### config.mk
export PLATFORM = sky130hd
export DESIGN_NAME = pfde_front
export DESIGN_NICKNAME = d
export VERILOG_FILES = /design/src/hw/rtl/pfde_pkg.sv /design/src/hw/rtl/pfde_front.sv
export SDC_FILE = /design/constraint.sdc
export NUM_CORES = 1
export LEC_CHECK = 0
export BUFFER_PORTS_ARGS = -buffer_cell sky130_fd_sc_hd__buf_4
export CORE_UTILIZATION = 45
export CTS_CLUSTER_SIZE = 28
export DETAILED_ROUTE_END_ITERATION = 8
export PLACE_DENSITY = 0.65
export SYNTH_ARGS = -nofsm -noshare
export SYNTH_HDL_FRONTEND = slang
export SYNTH_SLANG_ARGS = --single-unit
### constraint.sdc
create_clock -name clk_i -period 8.7 [get_ports clk_i]
set_input_delay 0 -clock clk_i [delete_from_list [all_inputs] [get_ports clk_i]]
set_output_delay 0 -clock clk_i [all_outputs]
set_load 0.02 [all_outputs]
### src/hw/rtl/pfde_pkg.sv
// Shared types and constants of the plane fit distance error block.
package pfde_pkg;

  localparam int COORD_BITS = 16;
  localparam int FRAC_BITS  = 8;
  localparam int COUNT_BITS = 16;
  localparam int DIST_BITS  = COORD_BITS + FRAC_BITS + 1;
  localparam int ACC_BITS   = DIST_BITS + COUNT_BITS;

  // Plane math widths
  localparam int DIFF_W = COORD_BITS + 1;
  localparam int NORM_W = 2 * DIFF_W + 1;
  localparam int OFF_W  = NORM_W + COORD_BITS + 2;
  localparam int LEN_W  = NORM_W + 1;
  localparam int MAG_W  = OFF_W + 1;
  localparam int NUM_W  = MAG_W + FRAC_BITS;
  localparam int RAD_W  = 2 * NORM_W;
  localparam int SUM_W  = RAD_W + 2;

  // Shared multiplier operands
  localparam int SQ_SPLIT = (NORM_W - 1) / 2;
  localparam int MA_W     = NORM_W + 1;
  localparam int MB_W     = DIFF_W + 1;
  localparam int PROD_W   = MA_W + MB_W;

  localparam logic [DIST_BITS-1:0] DIST_MAX = {DIST_BITS{1'b1}};
  localparam logic [ACC_BITS-1:0]  ACC_MAX  = {ACC_BITS{1'b1}};
  localparam logic [COUNT_BITS-1:0] COUNT_MAX = {COUNT_BITS{1'b1}};

  typedef enum logic {
    REQ_REFERENCE = 1'b0,
    REQ_SAMPLE    = 1'b1
  } req_type_e;

  typedef enum logic {
    CMD_FIT    = 1'b0,
    CMD_SAMPLE = 1'b1
  } cmd_kind_e;

  typedef struct packed {
    logic                         req_type;
    logic signed [COORD_BITS-1:0] x;
    logic signed [COORD_BITS-1:0] y;
    logic signed [COORD_BITS-1:0] z;
    logic                         coord_valid;
    logic                         last;
  } in_item_t;

  typedef struct packed {
    logic [DIST_BITS-1:0]  error_distance;
    logic [COUNT_BITS-1:0] point_count;
    logic                  no_points;
    logic                  degenerate_plane;
  } out_item_t;

  typedef struct packed {
    logic signed [COORD_BITS-1:0] x;
    logic signed [COORD_BITS-1:0] y;
    logic signed [COORD_BITS-1:0] z;
  } point_t;

  // Work handed from the front to the engine. For a fit, pa/pb/pc are the
  // three reference points; for a sample only pc is used.
  typedef struct packed {
    cmd_kind_e kind;
    point_t    pa;
    point_t    pb;
    point_t    pc;
    logic      coord_valid;
    logic      last;
  } cmd_t;

endpackage

### src/hw/rtl/pfde_front.sv
// Input front: reference point store, item classification and command queue.
module pfde_front (
  input  logic              clk_i,
  input  logic              rst_ni,
  input  logic              push,
  output logic              full,
  input  pfde_pkg::in_item_t in_item_i,
  output logic              cmd_valid_o,
  output pfde_pkg::cmd_t    cmd_o,
  input  logic              cmd_pop_i
);
  import pfde_pkg::*;

  point_t     ref_q [2];
  logic [1:0] ref_cnt_q, ref_cnt_d;

  cmd_t       mem_q [2];
  logic       wr_q, rd_q;
  logic [1:0] cnt_q;

  point_t pt;
  logic   accept, enq, deq;
  cmd_t   cmd_new;

  assign full        = (cnt_q == 2'd2);
  assign accept      = push && !full;
  assign cmd_valid_o = (cnt_q != 2'd0);
  assign cmd_o       = mem_q[rd_q];
  assign deq         = cmd_pop_i && cmd_valid_o;

  assign pt = '{x: in_item_i.x, y: in_item_i.y, z: in_item_i.z};

  always_comb begin
    enq       = 1'b0;
    ref_cnt_d = ref_cnt_q;
    cmd_new   = '{kind: CMD_SAMPLE, pa: ref_q[0], pb: ref_q[1], pc: pt,
                  coord_valid: in_item_i.coord_valid, last: in_item_i.last};
    if (accept) begin
      if (in_item_i.req_type == REQ_REFERENCE) begin
        if (in_item_i.coord_valid) begin
          if (ref_cnt_q == 2'd2) begin
            cmd_new.kind = CMD_FIT;
            enq          = 1'b1;
            ref_cnt_d    = 2'd0;
          end else begin
            ref_cnt_d = ref_cnt_q + 2'd1;
          end
        end
      end else begin
        // NaN samples that do not close a cloud have no effect
        enq = in_item_i.coord_valid || in_item_i.last;
      end
    end
  end

  always_ff @(posedge clk_i or negedge rst_ni) begin
    if (!rst_ni) begin
      ref_cnt_q <= 2'd0;
      wr_q      <= 1'b0;
      rd_q      <= 1'b0;
      cnt_q     <= 2'd0;
    end else begin
      ref_cnt_q <= ref_cnt_d;
      if (enq) wr_q <= ~wr_q;
      if (deq) rd_q <= ~rd_q;
      cnt_q <= cnt_q + {1'b0, enq} - {1'b0, deq};
    end
  end

  always_ff @(posedge clk_i) begin
    if (accept && in_item_i.req_type == REQ_REFERENCE && in_item_i.coord_valid
        && ref_cnt_q != 2'd2) begin
      ref_q[ref_cnt_q[0]] <= pt;
    end
    if (enq) mem_q[wr_q] <= cmd_new;
  end

endmodule

# After elaboration in Yosys (flattened, before gate mapping)
# Memory sizes are Yosys's and may differ from the RTL's.
# Index checks and enable logic that the tools add are counted.
# Widths: inputs -> output; s select.
# totals
ram_bits,390
mem_count,2
ff_bits,6
# op_classes
n_addsub,3
n_eq_ne,3
muxes,13
reduce_logical,9
bitwise_logic,3
# memory_table
memory,depth,word_bits,read_ports,rd_clocked_by_memory_dff,write_ports,line,source
mem_q,2,147,1,0,1,pfde_front.sv:17,cmd_t mem_q [2];
ref_q,2,48,2,0,1,pfde_front.sv:14,point_t ref_q [2];
# op_table
cell,count
$mux 1,12
$logic_and 1x1->1,5
$eq 2x2->1 const B,2
$not 1->1,3
$reduce_and 3->1,1
$add 2x1->2,1
$add 2x1->2 const B,1
$mux 2,1
$ne 2x2->1 const B,1
$reduce_bool 2->1,1
$sub 2x1->2,1
$logic_not 1->1,1
$logic_or 1x1->1,1

# Depth between registers and ports, before layout
# depth
word_depth,8
mapped_depth,7

# Least setup slack after synthesis
# OpenSTA, ideal clock, no wires.
# synth_timing
kind,register to register
start,register ref_cnt_q[0]
end,memory mem_q[0][0] (netlist bit) (enable)
path_stages_with_launch,4
synth_period_minus_slack_ps,7568
arrival_ps,6912
slack_ps,1132
path_cell_list,dfrtp_1 > and3b_1 > o2111ai_4 > nor2_1
# synth_via
elab_chain_cells,7
# synth_rtl
item,line,source
start: declaration,pfde_front.sv:15,"logic [1:0] ref_cnt_q, ref_cnt_d;"
start signal: assignment,pfde_front.sv:63,ref_cnt_q <= ref_cnt_d;
$eq 2x2->1,pfde_front.sv:41,if (ref_cnt_q == 2'd2) begin
$mux 1,pfde_front.sv:41,
$mux 1,pfde_front.sv:40,if (in_item_i.coord_valid) begin
$mux 1,pfde_front.sv:39,if (in_item_i.req_type == REQ_REFERENCE) begin
$mux 1,pfde_front.sv:38,if (accept) begin
$mux 1,pfde_front.sv:75,if (enq) mem_q[wr_q] <= cmd_new;
$mux 1 (not written as such),pfde_front.sv:75,
end: declaration,pfde_front.sv:17,
# Every way passes these cells.

==> impl_metrics.env <==
export IMPL_synth_top_area_share_pct=84.39
export IMPL_die_h_um=177.6
export IMPL_yosys_area_top_type="edfxtp_1"
export IMPL_swShare_pct=28.10
export IMPL_place_gp_congestion=0.7069
export IMPL_drt_pass1_iter_count=4
export IMPL_synth_seq_cells=396
export IMPL_r2r_end="ref_q[0][43]$_DFFE_PP_"
export IMPL_cp_slowest_cell="dfrtp_4"
export IMPL_crit_top_cell="buf_4"
export IMPL_synth_top_cells_by_area="edfxtp_1 (84%), mux2_2 (12%), dfrtp_1 (1.1%)"
export IMPL_htree_levels=2
export IMPL_cts_sinks=396
export IMPL_cts_root_buf="clkbuf_16"
export IMPL_drt_initial_drc_count=536
export IMPL_clkLatencyLatePin_ns=0.52
export IMPL_clock_power_share_pct=28.7
export IMPL_vdd_ir_drop_max_uv=297.0
export IMPL_initial_core_util_pct=46.33
export IMPL_grt_pass1_wl_um=36800
export IMPL_p_leak_nw=6.086
export IMPL_drive_above_1_share_pct=45.96
export IMPL_first_global_vias=6641
export IMPL_path_class="reg -> out"
export IMPL_min_period_ns=2.678
export IMPL_p_int_mw=3.834
export IMPL_viasPerCell=4.870
export IMPL_rrSetupSlack_ns=6.05
export IMPL_tns_ns=0
export IMPL_ctsHoldBuffers=55
export IMPL_io_pins=204
export IMPL_crit_arrival_ns=2.68
export IMPL_cts_buffers=40
export IMPL_max_slew_margin_pct=22.36
export IMPL_fillers=2202
export IMPL_pwr_share_comb_pct=26.1
export IMPL_regArea_um2=11870
export IMPL_vias=6297
export IMPL_fin_skew_ns=0.01817
export IMPL_setup_slack_ns=6.022
export IMPL_synth_seq_area_share_pct=85.47
export IMPL_cap_violations=0
export IMPL_drt_total_wl_um=24360
export IMPL_power_total_mw=5.333
export IMPL_worst_pin_slew_ns=1.165
export IMPL_dieArea_um2=31540
export IMPL_ff2ff_path_depth=4
export IMPL_fin_crit_sh_pct=30.78
export IMPL_synth_distinct_cells=19
export IMPL_drt_antenna_violating_nets=0
export IMPL_start_kind="register"
export IMPL_finalMaxSlewViolations=0
export IMPL_rows=63
export IMPL_post_cts_setup_buffers=0
export IMPL_grt_max_degree=84
export IMPL_hold_path_end="ref_cnt_q[0]$_DFFE_PN0P_"
export IMPL_fin_util_pct=58.55
export IMPL_io_buffer_count=203
export IMPL_syn_nets=642
export IMPL_end_kind="output pin"
export IMPL_hold_start="in_item_i[50]"
export IMPL_hpwl_um=14150
export IMPL_cts_resized=0
export IMPL_holdPathStages=3
export IMPL_antenna_found_initial=0
export IMPL_coreArea_um2=29950
export IMPL_place_ws_ns=6.025
export IMPL_slowest_delay_ns=0.76
export IMPL_nets=934
export IMPL_postSynthAreaPerCell_um2=23.72
export IMPL_crit_fanout=54
export IMPL_status="finished, final reports clean"
export IMPL_crit_chain="buf_4, mux2_2, buf_4"
export IMPL_r2r_start="cnt_q[0]$_DFF_PN0_"
export IMPL_num_antenna_cells=0
export IMPL_required_ns=8.70
export IMPL_setup_viol=0
export IMPL_yosys_warnings=0
export IMPL_synth_area_um2=13880
export IMPL_drc_errors=0
export IMPL_wl_per_cell_um=18.84
export IMPL_rsz0062_at_grt="false"
export IMPL_clk_pin_slew_ns=0.06
export IMPL_power_density_nw_per_um2=304.1
export IMPL_p_switching_mw=1.498
export IMPL_multi_input_area_um2=1868
export IMPL_fmax_mhz=373.4
export IMPL_min_path_type="in -> reg"
export IMPL_cts_tree="built"
export IMPL_synth_cells=585
export IMPL_area_growth_synth_to_final_pct=26.38
export IMPL_timing_hold_ws_ns=0.1083
export IMPL_grt_ovfl_total=0
export IMPL_grt_total_usage_pct=15.46
export IMPL_hold_viol_final=0
export IMPL_die_w_um=177.6
export IMPL_clock_path_buffers=3
export IMPL_seq_power_share_pct=45.2
==> cell usage in the layout (no fill, tap or decap), types with 3 or more instances in the layout <==
cell           count
buf_4            211
clkbuf_1          15
clkbuf_16         42
clkinv_1           7
dfrtp_1            5
dlygate4sd3_1     55
edfxtp_1         390
inv_1              4
mux2_2           149
nor2_4             3
xnor2_1            3
==> worst max-delay path by stage <==
stage | startpoint | end | slack [ns] | cells past startpoint
after floorplan | ref_cnt_q[0]$_DFFE_PN0P_ | mem_q[0][0]$_DFFE_PP_ | 1.13 | 3
after global placement | cnt_q[1]$_DFF_PN0_ | ref_q[0][16]$_DFFE_PP_ | 6.12 | 4
after detailed placement | cnt_q[0]$_DFF_PN0_ | ref_q[0][16]$_DFFE_PP_ | 6.02 | 4
after CTS | rd_q$_DFFE_PN0P_ | cmd_o[107] | 5.97 | 3
after global routing | cnt_q[0]$_DFF_PN0_ | ref_q[0][12]$_DFFE_PP_ | 5.87 | 4
final | rd_q$_DFFE_PN0P_ | cmd_o[59] | 6.02 | 3
==> area by class of cell <==
type                       count  share of cell area (%)
timing repair buffer         266                   12.17
multi-input combinational    169                   10.65
clock buffer                  57                   6.314
inverter                       4                 0.08561
sequential                   396                   67.65
clock inverter                11                  0.3424
tap                          390                   2.782
==> state kept, by name, indices dropped and copies added, names as in the netlist <==
signal     cells
wr_q           1
rd_q           1
ref_q         96
mem_q        294
cnt_q          2
ref_cnt_q      2
==> through the flow <==
| step | std cells | instance area [um2] |
|---|---|---|
| global route | 1293 | 17540 |
| finish | 1293 | 17540 |
| detailed placement | 1170 | 15820 |
| CTS | 1293 | 17540 |
| global placement | 1170 | 15820 |
| floorplan | 585 | 13880 |
==> power by group through the flow <==
stage | Clock [mW] | Sequential (mW) | Combinational [mW]
after floorplan | 0 | 2.44 | 0.934
after global placement | 0 | 2.44 | 1.38
after detailed placement | 0 | 2.45 | 1.38
after CTS | 1.57 | 2.41 | 1.41
after global routing | 1.64 | 2.43 | 1.48
final | 1.53 | 2.41 | 1.39
==> critical path: cells and delay by family (launching register included) <==
family                 cells  cell delay (ns)
buffers and inverters      2             0.86
DFF                        1             0.76
muxes                      1             0.44
==> cell usage after synthesis <==
cell type / number
or2_2: 2
ha_1: 2
buf_6: 12
nand2b_2: 1
buf_4: 2
and2_1: 1
nor2_1: 5
nand4b_1: 1
xor2_1: 1
dfrtp_1: 6
and3b_1: 1
mux2_2: 149
buf_2: 2
inv_1: 4
nor3_1: 1
o2111ai_4: 1
nand3b_1: 1
edfxtp_1: 390
xnor2_1: 3
==> cells by family after synthesis <==
family	Yosys count	synth area share, %
mux	149	12.09
simple gates	13	0.5500
buf+inv	20	1.262
flops	396	85.47
xor+xnor	4	0.2525
fa+ha+maj	2	0.1803
compound gates	1	0.1894
==> routing by layer <==
layer	GRT usage [%]	vias up	part of all wire (%)	routed length [um]
li1	-	2925	-	-
met1	20.97	3125	44	10690
met2	24.69	212	47	11510
met3	4.006	35	7.0	1716
met4	4.452	0	1.8	449
met5	0	-	0	0
Power figures use the tool's default switching activity.
