[config.mk]
export PLATFORM = sky130hd
export DESIGN_NAME = pfde_engine
export DESIGN_NICKNAME = d
export VERILOG_FILES = /design/src/hw/rtl/pfde_pkg.sv /design/src/hw/rtl/pfde_divider.sv /design/src/hw/rtl/pfde_engine.sv
export SDC_FILE = /design/constraint.sdc
export NUM_CORES = 2
export LEC_CHECK = 0
export BUFFER_PORTS_ARGS = -buffer_cell sky130_fd_sc_hd__buf_4
export CORE_UTILIZATION = 52
export DETAILED_ROUTE_END_ITERATION = 10
export PLACE_DENSITY = 0.74
export SYNTH_ARGS = -nofsm -noshare
export SYNTH_HDL_FRONTEND = slang
export SYNTH_SLANG_ARGS = --single-unit
export TNS_END_PERCENT = 100
[constraint.sdc]
create_clock -name clk_i -period 12.5 [get_ports clk_i]
set_input_delay 0 -clock clk_i [delete_from_list [all_inputs] [get_ports clk_i]]
set_output_delay 0 -clock clk_i [all_outputs]
set_load 0.02 [all_outputs]
[src/hw/rtl/pfde_pkg.sv]
// Shared types and constants of the plane fit distance error block.
package pfde_pkg;

  localparam int COORD_BITS = 16;
  localparam int FRAC_BITS  = 8;
  localparam int COUNT_BITS = 16;
  localparam int DIST_BITS  = COORD_BITS + FRAC_BITS + 1;
  localparam int ACC_BITS   = DIST_BITS + COUNT_BITS;

  // Plane math widths
  localparam int DIFF_W = COORD_BITS + 1;
  localparam int NORM_W = 2 * DIFF_W + 1;
  localparam int OFF_W  = NORM_W + COORD_BITS + 2;
  localparam int LEN_W  = NORM_W + 1;
  localparam int MAG_W  = OFF_W + 1;
  localparam int NUM_W  = MAG_W + FRAC_BITS;
  localparam int RAD_W  = 2 * NORM_W;
  localparam int SUM_W  = RAD_W + 2;

  // Shared multiplier operands
  localparam int SQ_SPLIT = (NORM_W - 1) / 2;
  localparam int MA_W     = NORM_W + 1;
  localparam int MB_W     = DIFF_W + 1;
  localparam int PROD_W   = MA_W + MB_W;

  localparam logic [DIST_BITS-1:0] DIST_MAX = {DIST_BITS{1'b1}};
  localparam logic [ACC_BITS-1:0]  ACC_MAX  = {ACC_BITS{1'b1}};
  localparam logic [COUNT_BITS-1:0] COUNT_MAX = {COUNT_BITS{1'b1}};

  typedef enum logic {
    REQ_REFERENCE = 1'b0,
    REQ_SAMPLE    = 1'b1
  } req_type_e;

  typedef enum logic {
    CMD_FIT    = 1'b0,
    CMD_SAMPLE = 1'b1
  } cmd_kind_e;

  typedef struct packed {
    logic                         req_type;
    logic signed [COORD_BITS-1:0] x;
    logic signed [COORD_BITS-1:0] y;
    logic signed [COORD_BITS-1:0] z;
    logic                         coord_valid;
    logic                         last;
  } in_item_t;

  typedef struct packed {
    logic [DIST_BITS-1:0]  error_distance;
    logic [COUNT_BITS-1:0] point_count;
    logic                  no_points;
    logic                  degenerate_plane;
  } out_item_t;

  typedef struct packed {
    logic signed [COORD_BITS-1:0] x;
    logic signed [COORD_BITS-1:0] y;
    logic signed [COORD_BITS-1:0] z;
  } point_t;

  // Work handed from the front to the engine. For a fit, pa/pb/pc are the
  // three reference points; for a sample only pc is used.
  typedef struct packed {
    cmd_kind_e kind;
    point_t    pa;
    point_t    pb;
    point_t    pc;
    logic      coord_valid;
    logic      last;
  } cmd_t;

endpackage

[src/hw/rtl/pfde_divider.sv]
// Radix-2 restoring divider with a quotient saturated to the distance width.
module pfde_divider (
  input  logic                           clk_i,
  input  logic                           rst_ni,
  input  logic                           start_i,
  input  logic [pfde_pkg::NUM_W-1:0]     num_i,
  input  logic [pfde_pkg::LEN_W-1:0]     den_i,
  output logic                           done_o,
  output logic [pfde_pkg::DIST_BITS-1:0] quot_o
);
  import pfde_pkg::*;

  localparam int CNT_W = $clog2(DIST_BITS);

  typedef enum logic [2:0] {
    DV_IDLE  = 3'b001,
    DV_CHECK = 3'b010,
    DV_RUN   = 3'b100
  } div_state_e;

  div_state_e           st_q;
  logic [CNT_W-1:0]     cnt_q;
  logic                 done_q;
  logic [NUM_W-1:0]     num_q;
  logic [LEN_W-1:0]     den_q;
  logic [LEN_W-1:0]     rem_q;
  logic [DIST_BITS-1:0] low_q;

  logic [LEN_W:0] trial, trial_sub;
  logic           ge, sat;

  assign sat       = num_q[NUM_W-1:DIST_BITS] >= {1'b0, den_q};
  assign trial     = {rem_q, low_q[DIST_BITS-1]};
  assign ge        = trial >= {1'b0, den_q};
  assign trial_sub = trial - {1'b0, den_q};

  assign done_o = done_q;
  assign quot_o = low_q;

  always_ff @(posedge clk_i or negedge rst_ni) begin
    if (!rst_ni) begin
      st_q   <= DV_IDLE;
      cnt_q  <= '0;
      done_q <= 1'b0;
    end else begin
      done_q <= 1'b0;
      case (st_q)
        DV_IDLE: begin
          if (start_i) st_q <= DV_CHECK;
        end
        DV_CHECK: begin
          cnt_q <= '0;
          if (sat) begin
            done_q <= 1'b1;
            st_q   <= DV_IDLE;
          end else begin
            st_q <= DV_RUN;
          end
        end
        DV_RUN: begin
          cnt_q <= cnt_q + 1'b1;
          if (cnt_q == CNT_W'(DIST_BITS - 1)) begin
            done_q <= 1'b1;
            st_q   <= DV_IDLE;
          end
        end
        default: st_q <= DV_IDLE;
      endcase
    end
  end

  always_ff @(posedge clk_i) begin
    case (st_q)
      DV_IDLE: begin
        if (start_i) begin
          num_q <= num_i;
          den_q <= den_i;
        end
      end
      DV_CHECK: begin
        // when not saturated, the upper part is below the divisor, so it fits the remainder
        rem_q <= num_q[NUM_W-2:DIST_BITS];
        low_q <= sat ? DIST_MAX : num_q[DIST_BITS-1:0];
      end
      DV_RUN: begin
        rem_q <= ge ? trial_sub[LEN_W-1:0] : trial[LEN_W-1:0];
        low_q <= {low_q[DIST_BITS-2:0], ge};
      end
      default: ;
    endcase
  end

endmodule

[src/hw/rtl/pfde_engine.sv]
// Back-end engine: plane fit sequencer, square root, distance and result queue.
module pfde_engine (
  input  logic               clk_i,
  input  logic               rst_ni,
  input  logic               cfg_we_i,
  input  logic               cfg_wdata_i,
  input  logic               cmd_valid_i,
  input  pfde_pkg::cmd_t     cmd_i,
  output logic               cmd_pop_o,
  output logic               empty,
  input  logic               pop,
  output pfde_pkg::out_item_t result_o
);
  import pfde_pkg::*;

  localparam int STEP_W     = 5;
  localparam int ROOT_STEPS = RAD_W / 2;
  localparam int RCNT_W     = $clog2(ROOT_STEPS);
  localparam int REM_W      = LEN_W;

  // Microprogram steps: cross product, offset, squared norm, then sample dot
  localparam logic [STEP_W-1:0] STEP_FIT_FIRST = 5'd0;
  localparam logic [STEP_W-1:0] STEP_SQ_LAST   = 5'd14;
  localparam logic [STEP_W-1:0] STEP_SMP_FIRST = 5'd15;
  localparam logic [STEP_W-1:0] STEP_SMP_LAST  = 5'd17;

  typedef enum logic [8:0] {
    ST_IDLE  = 9'b000000001,
    ST_MUL   = 9'b000000010,
    ST_ACC   = 9'b000000100,
    ST_ROOT  = 9'b000001000,
    ST_DIV   = 9'b000010000,
    ST_DWAIT = 9'b000100000,
    ST_UPD   = 9'b001000000,
    ST_RES   = 9'b010000000,
    ST_RWAIT = 9'b100000000
  } eng_state_e;

  typedef enum logic [2:0] {
    OP_LOAD    = 3'd0,
    OP_ADD     = 3'd1,
    OP_SUB     = 3'd2,
    OP_NEG     = 3'd3,
    OP_ADD_OFF = 3'd4
  } acc_op_e;

  eng_state_e st_q;
  logic       emit_q;
  logic [STEP_W-1:0] step_q;
  logic [RCNT_W-1:0] rcnt_q;
  logic       mode_q;

  logic signed [NORM_W-1:0] n_q [3];
  logic signed [OFF_W-1:0]  off_q;
  logic [LEN_W-1:0]         len_q;
  logic [ACC_BITS-1:0]      err_q;
  logic [COUNT_BITS-1:0]    cnt_q;

  logic signed [DIFF_W-1:0] u_q [3];
  logic signed [DIFF_W-1:0] v_q [3];
  point_t                   pt_q;
  logic                     last_q;
  logic signed [PROD_W-1:0] prod_q;
  logic signed [SUM_W-1:0]  acc_q;
  logic [RAD_W-1:0]         rad_q;
  logic [REM_W-1:0]         rem_q;
  logic [LEN_W-1:0]         root_q;
  logic [DIST_BITS-1:0]     dist_q;
  logic [DIST_BITS-1:0]     res_q;

  out_item_t  fifo_q [2];
  logic       fwr_q, frd_q;
  logic [1:0] fcnt_q;

  logic [NORM_W-2:0]        nmag [3];
  logic signed [MA_W-1:0]   mul_a;
  logic signed [MB_W-1:0]   mul_b;
  acc_op_e                  op;
  logic                     shift_sq;
  logic signed [SUM_W-1:0]  term, acc_d;
  logic [MAG_W-1:0]         acc_mag;
  logic [REM_W+1:0]         rem_next, rtrial, rem_sub;
  logic                     rge;
  logic [ACC_BITS:0]        err_sum;
  logic [ACC_BITS-1:0]      err_d;
  logic                     div_start, div_done;
  logic [NUM_W-1:0]         div_num;
  logic [LEN_W-1:0]         div_den;
  logic [DIST_BITS-1:0]     div_quot;
  logic                     fpush, fpop;

  pfde_divider u_div (
    .clk_i   (clk_i),
    .rst_ni  (rst_ni),
    .start_i (div_start),
    .num_i   (div_num),
    .den_i   (div_den),
    .done_o  (div_done),
    .quot_o  (div_quot)
  );

  // Operand selection and accumulate action per step
  always_comb begin
    for (int i = 0; i < 3; i++) begin
      nmag[i] = n_q[i][NORM_W-1] ? (NORM_W-1)'(-n_q[i]) : n_q[i][NORM_W-2:0];
    end
    mul_a    = '0;
    mul_b    = '0;
    op       = OP_ADD;
    shift_sq = 1'b0;
    case (step_q)
      5'd0:  begin mul_a = MA_W'(u_q[1]); mul_b = MB_W'(v_q[2]); op = OP_LOAD; end
      5'd1:  begin mul_a = MA_W'(v_q[1]); mul_b = MB_W'(u_q[2]); op = OP_SUB;  end
      5'd2:  begin mul_a = MA_W'(u_q[2]); mul_b = MB_W'(v_q[0]); op = OP_LOAD; end
      5'd3:  begin mul_a = MA_W'(v_q[2]); mul_b = MB_W'(u_q[0]); op = OP_SUB;  end
      5'd4:  begin mul_a = MA_W'(u_q[0]); mul_b = MB_W'(v_q[1]); op = OP_LOAD; end
      5'd5:  begin mul_a = MA_W'(v_q[0]); mul_b = MB_W'(u_q[1]); op = OP_SUB;  end
      5'd6:  begin mul_a = MA_W'(n_q[0]); mul_b = MB_W'(pt_q.x); op = OP_NEG;  end
      5'd7:  begin mul_a = MA_W'(n_q[1]); mul_b = MB_W'(pt_q.y); op = OP_SUB;  end
      5'd8:  begin mul_a = MA_W'(n_q[2]); mul_b = MB_W'(pt_q.z); op = OP_SUB;  end
      5'd9: begin
        mul_a = MA_W'(nmag[0]); mul_b = MB_W'(nmag[0][NORM_W-2:SQ_SPLIT]);
        op = OP_LOAD; shift_sq = 1'b1;
      end
      5'd10: begin mul_a = MA_W'(nmag[0]); mul_b = MB_W'(nmag[0][SQ_SPLIT-1:0]); end
      5'd11: begin
        mul_a = MA_W'(nmag[1]); mul_b = MB_W'(nmag[1][NORM_W-2:SQ_SPLIT]);
        shift_sq = 1'b1;
      end
      5'd12: begin mul_a = MA_W'(nmag[1]); mul_b = MB_W'(nmag[1][SQ_SPLIT-1:0]); end
      5'd13: begin
        mul_a = MA_W'(nmag[2]); mul_b = MB_W'(nmag[2][NORM_W-2:SQ_SPLIT]);
        shift_sq = 1'b1;
      end
      5'd14: begin mul_a = MA_W'(nmag[2]); mul_b = MB_W'(nmag[2][SQ_SPLIT-1:0]); end
      5'd15: begin mul_a = MA_W'(n_q[0]); mul_b = MB_W'(pt_q.x); op = OP_LOAD; end
      5'd16: begin mul_a = MA_W'(n_q[1]); mul_b = MB_W'(pt_q.y); end
      5'd17: begin mul_a = MA_W'(n_q[2]); mul_b = MB_W'(pt_q.z); op = OP_ADD_OFF; end
      default: ;
    endcase
  end

  always_comb begin
    term = shift_sq ? (SUM_W'(prod_q) <<< SQ_SPLIT) : SUM_W'(prod_q);
    case (op)
      OP_LOAD:    acc_d = term;
      OP_SUB:     acc_d = acc_q - term;
      OP_NEG:     acc_d = -term;
      OP_ADD_OFF: acc_d = acc_q + term + SUM_W'(off_q);
      default:    acc_d = acc_q + term;
    endcase
  end

  assign acc_mag = acc_q[SUM_W-1] ? (MAG_W)'(-acc_q) : acc_q[MAG_W-1:0];

  // Square root: two radicand bits per step
  assign rem_next = {rem_q, rad_q[RAD_W-1 -: 2]};
  assign rtrial   = {root_q, 2'b01};
  assign rge      = rem_next >= rtrial;
  assign rem_sub  = rem_next - rtrial;

  // Running statistics
  always_comb begin
    err_sum = {1'b0, err_q} + (ACC_BITS+1)'(dist_q);
    if (!mode_q) begin
      err_d = (err_sum > {1'b0, ACC_MAX}) ? ACC_MAX : err_sum[ACC_BITS-1:0];
    end else if (cnt_q == '0) begin
      err_d = ACC_BITS'(dist_q);
    end else begin
      err_d = err_sum[ACC_BITS:1];
    end
  end

  assign div_start = (st_q == ST_DIV) ||
                     (st_q == ST_RES && cnt_q != '0 && !mode_q);
  assign div_num   = (st_q == ST_DIV) ? {acc_mag, {FRAC_BITS{1'b0}}} : NUM_W'(err_q);
  assign div_den   = (st_q == ST_DIV) ? len_q : LEN_W'(cnt_q);

  assign cmd_pop_o = (st_q == ST_IDLE) && !emit_q && cmd_valid_i;

  assign empty    = (fcnt_q == 2'd0);
  assign result_o = fifo_q[frd_q];
  assign fpop     = pop && !empty;
  assign fpush    = emit_q && (fcnt_q != 2'd2);

  always_ff @(posedge clk_i or negedge rst_ni) begin
    if (!rst_ni) begin
      st_q   <= ST_IDLE;
      emit_q <= 1'b0;
      step_q <= STEP_FIT_FIRST;
      rcnt_q <= '0;
      mode_q <= 1'b0;
      for (int i = 0; i < 3; i++) n_q[i] <= '0;
      off_q  <= '0;
      len_q  <= '0;
      err_q  <= '0;
      cnt_q  <= '0;
      fwr_q  <= 1'b0;
      frd_q  <= 1'b0;
      fcnt_q <= 2'd0;
    end else begin
      if (cfg_we_i) mode_q <= cfg_wdata_i;
      if (fpush) begin
        fwr_q  <= ~fwr_q;
        emit_q <= 1'b0;
        err_q  <= '0;
        cnt_q  <= '0;
      end
      if (fpop) frd_q <= ~frd_q;
      fcnt_q <= fcnt_q + {1'b0, fpush} - {1'b0, fpop};

      case (st_q)
        ST_IDLE: begin
          if (cmd_pop_o) begin
            if (cmd_i.kind == CMD_FIT) begin
              step_q <= STEP_FIT_FIRST;
              st_q   <= ST_MUL;
            end else if (!cmd_i.coord_valid) begin
              if (cmd_i.last) st_q <= ST_RES;
            end else if (len_q == '0) begin
              st_q <= ST_UPD;
            end else begin
              step_q <= STEP_SMP_FIRST;
              st_q   <= ST_MUL;
            end
          end
        end
        ST_MUL: st_q <= ST_ACC;
        ST_ACC: begin
          step_q <= step_q + 1'b1;
          case (step_q)
            5'd1: n_q[0] <= acc_d[NORM_W-1:0];
            5'd3: n_q[1] <= acc_d[NORM_W-1:0];
            5'd5: n_q[2] <= acc_d[NORM_W-1:0];
            5'd8: off_q  <= acc_d[OFF_W-1:0];
            default: ;
          endcase
          if (step_q == STEP_SQ_LAST) begin
            rcnt_q <= '0;
            st_q   <= ST_ROOT;
          end else if (step_q == STEP_SMP_LAST) begin
            st_q <= ST_DIV;
          end else begin
            st_q <= ST_MUL;
          end
        end
        ST_ROOT: begin
          rcnt_q <= rcnt_q + 1'b1;
          if (rcnt_q == RCNT_W'(ROOT_STEPS - 1)) begin
            len_q <= {root_q[LEN_W-2:0], rge};
            st_q  <= ST_IDLE;
          end
        end
        ST_DIV: st_q <= ST_DWAIT;
        ST_DWAIT: begin
          if (div_done) st_q <= ST_UPD;
        end
        ST_UPD: begin
          err_q <= err_d;
          if (cnt_q != COUNT_MAX) cnt_q <= cnt_q + 1'b1;
          st_q <= last_q ? ST_RES : ST_IDLE;
        end
        ST_RES: begin
          if (cnt_q != '0 && !mode_q) begin
            st_q <= ST_RWAIT;
          end else begin
            emit_q <= 1'b1;
            st_q   <= ST_IDLE;
          end
        end
        ST_RWAIT: begin
          if (div_done) begin
            emit_q <= 1'b1;
            st_q   <= ST_IDLE;
          end
        end
        default: st_q <= ST_IDLE;
      endcase
    end
  end

  // IDLE waits for a pending result to leave before taking new work
  always_ff @(posedge clk_i) begin
    case (st_q)
      ST_IDLE: begin
        if (cmd_pop_o) begin
          last_q <= cmd_i.last;
          dist_q <= '0;
          if (cmd_i.kind == CMD_FIT) begin
            pt_q   <= cmd_i.pa;
            u_q[0] <= DIFF_W'(cmd_i.pb.x) - DIFF_W'(cmd_i.pa.x);
            u_q[1] <= DIFF_W'(cmd_i.pb.y) - DIFF_W'(cmd_i.pa.y);
            u_q[2] <= DIFF_W'(cmd_i.pb.z) - DIFF_W'(cmd_i.pa.z);
            v_q[0] <= DIFF_W'(cmd_i.pc.x) - DIFF_W'(cmd_i.pa.x);
            v_q[1] <= DIFF_W'(cmd_i.pc.y) - DIFF_W'(cmd_i.pa.y);
            v_q[2] <= DIFF_W'(cmd_i.pc.z) - DIFF_W'(cmd_i.pa.z);
          end else begin
            pt_q <= cmd_i.pc;
          end
        end
      end
      ST_MUL: prod_q <= mul_a * mul_b;
      ST_ACC: begin
        acc_q <= acc_d;
        if (step_q == STEP_SQ_LAST) begin
          rad_q  <= acc_d[RAD_W-1:0];
          rem_q  <= '0;
          root_q <= '0;
        end
      end
      ST_ROOT: begin
        rad_q  <= {rad_q[RAD_W-3:0], 2'b00};
        rem_q  <= rge ? rem_sub[REM_W-1:0] : rem_next[REM_W-1:0];
        root_q <= {root_q[LEN_W-2:0], rge};
      end
      ST_DWAIT: begin
        if (div_done) dist_q <= div_quot;
      end
      ST_RES: begin
        if (cnt_q == '0) begin
          res_q <= '0;
        end else begin
          res_q <= (err_q > ACC_BITS'(DIST_MAX)) ? DIST_MAX : err_q[DIST_BITS-1:0];
        end
      end
      ST_RWAIT: begin
        if (div_done) res_q <= div_quot;
      end
      default: ;
    endcase
    if (fpush) begin
      fifo_q[fwr_q] <= '{error_distance: res_q, point_count: cnt_q,
                         no_points: (cnt_q == '0), degenerate_plane: (len_q == '0)};
    end
  end

endmodule

# Yosys cells after proc, flatten, opt, wreduce, memory -nomap -nowiden
# Memories as Yosys holds them, arrays and structs flattened.
# Index checks and enable logic that the tools add are counted.
classes:
  add_sub_neg: 23
  mul: 1
  div: 0
  n_lt_le_gt_ge: 5
  n_eq_ne: 46
  n_shift: 0
  muxes: 75
  bitwise: 2
  reduce_logical: 45
ops:
  columns: ["operator", "count"]
  rows:
  - ["36-bit case mux with 12 select lines", 1]
  - ["72-bit case mux with 4 select lines", 1]
  - ["18-bit case mux with 15 select lines", 1]
  - ["41-bit two-way mux", 6]
  - ["36-bit case mux with 2 select lines", 3]
  - ["25-bit case mux with 2 select lines", 3]
  - ["70-bit two-way mux", 2]
  - ["70-bit case mux with 2 select lines", 1]
  - ["25-bit two-way mux", 5]
  - ["36-bit two-way mux", 3]
  - ["34-bit two-way mux", 3]
  - ["34-bit negator", 3]
  - ["16-bit by 16-bit subtractor with 17-bit output", 6]
  - ["9-bit case mux with 9 select lines", 1]
  - ["37-bit by 36-bit >= comparator with 1-bit output", 2]
  - ["72-bit by 53-bit adder with 72-bit output", 1]
  - ["72-bit by 71-bit adder with 72-bit output", 1]
  - ["9-bit two-way mux", 8]
  - ["71-bit negator with 72-bit output", 1]
  - ["36-bit subtractor", 2]
  - ["72-bit by 71-bit subtractor with 72-bit output", 1]
  - ["16-bit two-way mux", 4]
  - ["36-bit by 18-bit multiplier with 54-bit output", 1]
  - ["54-bit two-way mux", 1]
  - ["other kinds (63)", 136]
totals:
  reg_bits: 812
  latch_bits: 0
  ram_bits: 188
  romBits: 0
  in_bits: 153
  output_inout_bits: 45
  elab_cells: 236
  n_memories: 3
mem_list:
  columns: ["memory", "words", "word_bits", "read_ports", "rd_ports_with_merged_regs", "write_ports", "line", "text"]
  rows:
  - ["fifo_q", 2, 43, 1, 0, 1, "pfde_engine.sv:71", "out_item_t fifo_q [2];"]
  - ["u_q", 3, 17, 3, 0, 3, "pfde_engine.sv:59", "logic signed [DIFF_W-1:0] u_q [3];"]
  - ["v_q", 3, 17, 3, 0, 3, "pfde_engine.sv:60", "logic signed [DIFF_W-1:0] v_q [3];"]

# Logic depth before layout (Yosys ltp)
logic_depth:
  depth_word: 9
  ltp_mapped: 40
  ltp_nobuf: 39

# By module
# A second synthesis with hierarchy kept.
hier_totals:
  cells_unflattened: 10746
  area_unflattened_um2: 94899.8
modules_own_cells:
  columns: ["mod", "n_inst", "cells_each", "area_per_inst_um2", "seq_area_each_um2"]
  rows:
  - ["pfde_engine", 1, 9906, 85569.6, 23598.9]
  - ["pfde_divider", 1, 840, 9330.2, 5001.0]

# Worst setup path after synthesis
# Ideal clock, no wire load.
synth_path:
  kind: "reg2reg"
  startpoint: "register n_q[72] in the netlist's numbering"
  endpoint: "register prod_q[52], data pin"
  setup_time_ns: 0.265
  arrival_time_ns: 10.012
  t_required_ns: 12.235
  setup_slack_ns: 2.222
  path_stages_with_launch: 37
  path_buffers: 2
  period_less_slack_ns: 10.278
  cell_sequence: "dfrtp_1 clkbuf_1 nor4_1 nor3b_1 nand3_1 or4_1 or4_1 nand2b_1 or4_1 or3_1 o31ai_1 xor2_1 o2111a_1 clkbuf_1 nor2b_1 fa_1 fa_1 fa_1 fa_1 fa_1 inv_1 fa_1 inv_1 ha_1 a21o_1 a221o_1 a21oi_1 nor2_1 a21oi_1 o31ai_1 a41o_1 a2111oi_0 or3b_2 o21bai_1 a31oi_1 o21ai_0 xor2_1"
synth_via:
  elab_chain_cells: 4
  word_cells_on_any_way: 5
  cone_classes: "1 x add/sub; 1 x mul; 3 x mux"
synth_rtl:
  columns: ["item", "line", "text"]
  rows:
  - ["from (decl)", "pfde_engine.sv:53", "logic signed [NORM_W-1:0] n_q [3];"]
  - ["34-bit negator", "pfde_engine.sv:105", "nmag[i] = n_q[i][NORM_W-1] ? (NORM_W-1)'(-n_q[i]) : n_q[i][NORM_W-2:0];"]
  - ["34-bit two-way mux", "pfde_engine.sv:105", null]
  - ["18-bit case mux with 15 select lines or 36-bit case mux with 12 select lines (tied branches)", "pfde_engine.sv:111", "case (step_q)"]
  - ["36-bit by 18-bit multiplier with 54-bit output (*)", "pfde_engine.sv:302", "ST_MUL: prod_q <= mul_a * mul_b;"]
  - ["to (signal assigned)", "pfde_engine.sv:302", null]
  - ["to (decl)", "pfde_engine.sv:63", "logic signed [PROD_W-1:0] prod_q;"]
# Mark *: on every way between the ends. The rest lies on a longest branch, timed or not.
# A chain may end at the register's enable or synchronous reset.

# Worst setup path after layout
layout_path:
  startpoint: "register n_q[74] in the netlist's numbering"
  endpoint: "register prod_q[53], data pin"
# Same word-level chain as after synthesis.

==> results.toml <==
[detailed_routing]
wl_per_cell_um = 24.55
via_per_inst = 6.328
drtAntennaViolNets = 0
drc = 0
routed_wl_um = 325100
drt_iter0_markers = 10530
first_pass_iters = 9
num_vias = 83800

[sta]
finalHoldViolCount = 0
period_share = 0.9376
slew_headroom = -0.008069
fmax_ghz = 0.08532
maxSlewViolCount = 1
finalClockSkew_ps = 61.61
fin_setup_tns_ps = 0
period_minus_slack_ps = 11720
worst_slew_pin_slew_ps = 1496
rsz0062_at_grt = "false"
setup_viol = 0

[yosys]
synth_compound_area_frac = 0.1757
yosys.area_share.simple = 0.1553
async_reset_ff_frac = 0.2860
syn_area_per_cell_um2 = 8.947
synth_top_area_frac = 0.2289
synth_top_family_by_area = "adder cells"
ys_top_cells_by_area = "edfxtp_1 23%, fa_1 13%, ha_1 7.9%"
synth_fa_ha_area_frac = 0.2107
synth-edff-count = 714
syn-cell-area_mm2 = 0.09367
ys.flop_type = "edfxtp_1"
ys_ff_latch = 1000
syn_nets = 11830
synth.yosys.warnings = 0
yosysSeqAreaShare = 0.3053
synth_xor_area_frac = 0.05217
synth_top_cell_by_area = "edfxtp_1"
synthDistinctLibCells = 89
muxShareOfSynthArea = 0.03134
synthCells = 10470

[run_status]
status = "complete, but fails checks"
failed_checks = "capacitance limit, slew limit"

[layout]
fin_nets = 12140
syn2layout_area_growth_pct = 12.48
final_common_cell = "nand2_1"
drive_above_1_share = 0.08056
final_cell_mix = "1249 x nand2_1, 1221 x inv_1, 786 x nor2_1, 714 x edfxtp_1, 660 x o21ai_0"

[clock_tree]
post-cts-setup-buffer-count = 0
cts_buffers = 111
insertion_delay_ps = 790
h-tree-depth = 3
clk_pin_slew_ps = 60
hold_buffers = 330
cts_sinks = 1000
cts_root_buf = "clkbuf_16"
cts_tree = "done"
cts_resized = 0
clock_path_buffers = 3

[grt]
grt_pass1_wl_um = 496100
grt_util_all_layers = 0.3536
gr-total-overflow = 0
grt_start_max_net_pins = 133
antenna_found_initial = 22
grt_pass1_vias = 82580

[floorplanning]
coreArea_mm2 = 0.1786
dieArea_mm2 = 0.1818
die_x_um = 426.4
rows = 155
start_util = 0.5245
pin_count = 198
die_h_um = 426.4

[min_path]
hp-class = "in2reg"

[critical_path]
critPathMostFrequentCell = "fa_1"
worstSetupEndpointType = "flip-flop"
critPathTopFamily = "simple AND/OR/NAND/NOR gates"
cp.arrival_ps = 12190
cp_slowest_cell = "fa_1"
crit_buf_inv = 4
crit_fanout = 24
cp.required_ps = 12960
start_kind = "flip-flop"
cp_slowest_stage_delay_ps = 570
crit_type = "reg2reg"

[placed_design]
hpwl_um = 241700
gp_congestion = 1.030
place.port_buffers = 197

[job]
maxCapViolCount = 1
-- routing by layer --
layer / GRT usage / wire length (um)
met5: 0 / 64
met1: 0.4774 / 131200
met3: 0.07368 / 33400
met4: 0.1725 / 18120
met2: 0.5404 / 142300
-- cell usage after synthesis, types with 21 or more instances --
cell type / number
xor2_1: 221
ha_1: 590
nand2b_1: 76
or2_2: 32
a221o_1: 21
and2_1: 155
nor3_1: 142
o211ai_1: 41
or3_1: 45
buf_1: 49
inv_1: 1223
nor2b_1: 142
o31ai_1: 93
a222oi_1: 60
xnor2_1: 337
and3_1: 63
a21boi_0: 59
o21ai_0: 664
o21a_1: 66
a221oi_1: 73
a211oi_1: 60
a21oi_1: 597
nor2_1: 800
o221ai_1: 60
a31oi_1: 59
o21bai_1: 94
a21o_1: 209
dfrtp_1: 284
nor4_1: 75
mux2_2: 162
nand3_1: 172
nand4_1: 89
a22oi_1: 62
clkbuf_1: 454
nand2_1: 1255
o41ai_1: 36
or4_1: 50
fa_1: 617
edfxtp_1: 714
o22ai_1: 39
mux2i_1: 111
-- final timing paths --
path / to / startpoint / cells past startpoint / slack, ps
setup / recovery: prod_q[53] / n_q[74] / 36 / 780
hold / removal: u_q[0][19] / cmd_i[66] / 5 / 60
setup reg to reg: prod_q[53] / n_q[74] / 36 / 780
hold reg to reg: fifo_q[0][41] / res_q[23] / 0 / 450
max in group asynchronous: off_q[50] / rst_ni / 4 / 11130
min in group asynchronous: u_div.st_q[0] / rst_ni / 3 / 380
-- cell families after synthesis --
kind of cell | Yosys count
compound gates | 2528
xor+xnor | 558
fa+ha+maj | 1207
buf+inv | 1734
flops | 1000
mux | 273
simple gates | 3170
-- flip-flops by register name, summed over array words and instances (netlist names), 5 cells and up --
name          cells
cnt_q            16
step_q            5
off_q            53
rad_q            70
res_q            25
rem_q            36
rcnt_q            6
acc_q            72
fifo_q           86
n_q             105
len_q            36
u_div.den_q      36
dist_q           25
root_q           36
u_div.cnt_q       5
err_q            41
st_q              9
u_div.quot_o     25
pt_q             48
u_q              51
prod_q           54
u_div.num_q      62
v_q              51
u_div.rem_q      36
-- worst register-to-register path, delay by kind of cell (launching register included) --
| kind | cells | cell delay, ps |
|---|---|---|
| flops | 1 | 430 |
| fa+ha+maj | 7 | 3480 |
| simple gates | 11 | 3560 |
| compound gates | 12 | 3090 |
| buf+inv | 4 | 570 |
| xor+xnor | 2 | 270 |
-- stage by stage --
step           std cells  cell area (um2)  hold WS (ps)    util  setup WS [ps]
2_1_floorplan      10470            93670        -295.6       -           2222
3_3_place_gp       12690            97890         105.9  0.5481           1342
3_5_place_dp       12690            97890         116.8  0.5481           1075
4_1_cts            13230           105300         5.317  0.5897           1007
5_1_grt            13240           105400         123.5  0.5899          244.6
6_report           13240           105400         62.87  0.5899          779.5
-- area by class of cell --
type / instances / area, um2
inverter: 1229 / 4616
clock inverter: 70 / 1064
antenna: 14 / 35.03
sequential: 1000 / 28600
tap: 2355 / 2947
timing repair buffer: 701 / 6126
multi-input combinational: 7736 / 58930
fill: 15250 / 73250
clock buffer: 138 / 3052
Power is left out: the tool's default activity adds up to more than one toggle a clock period on the data nets, which glitch-free logic cannot reach.
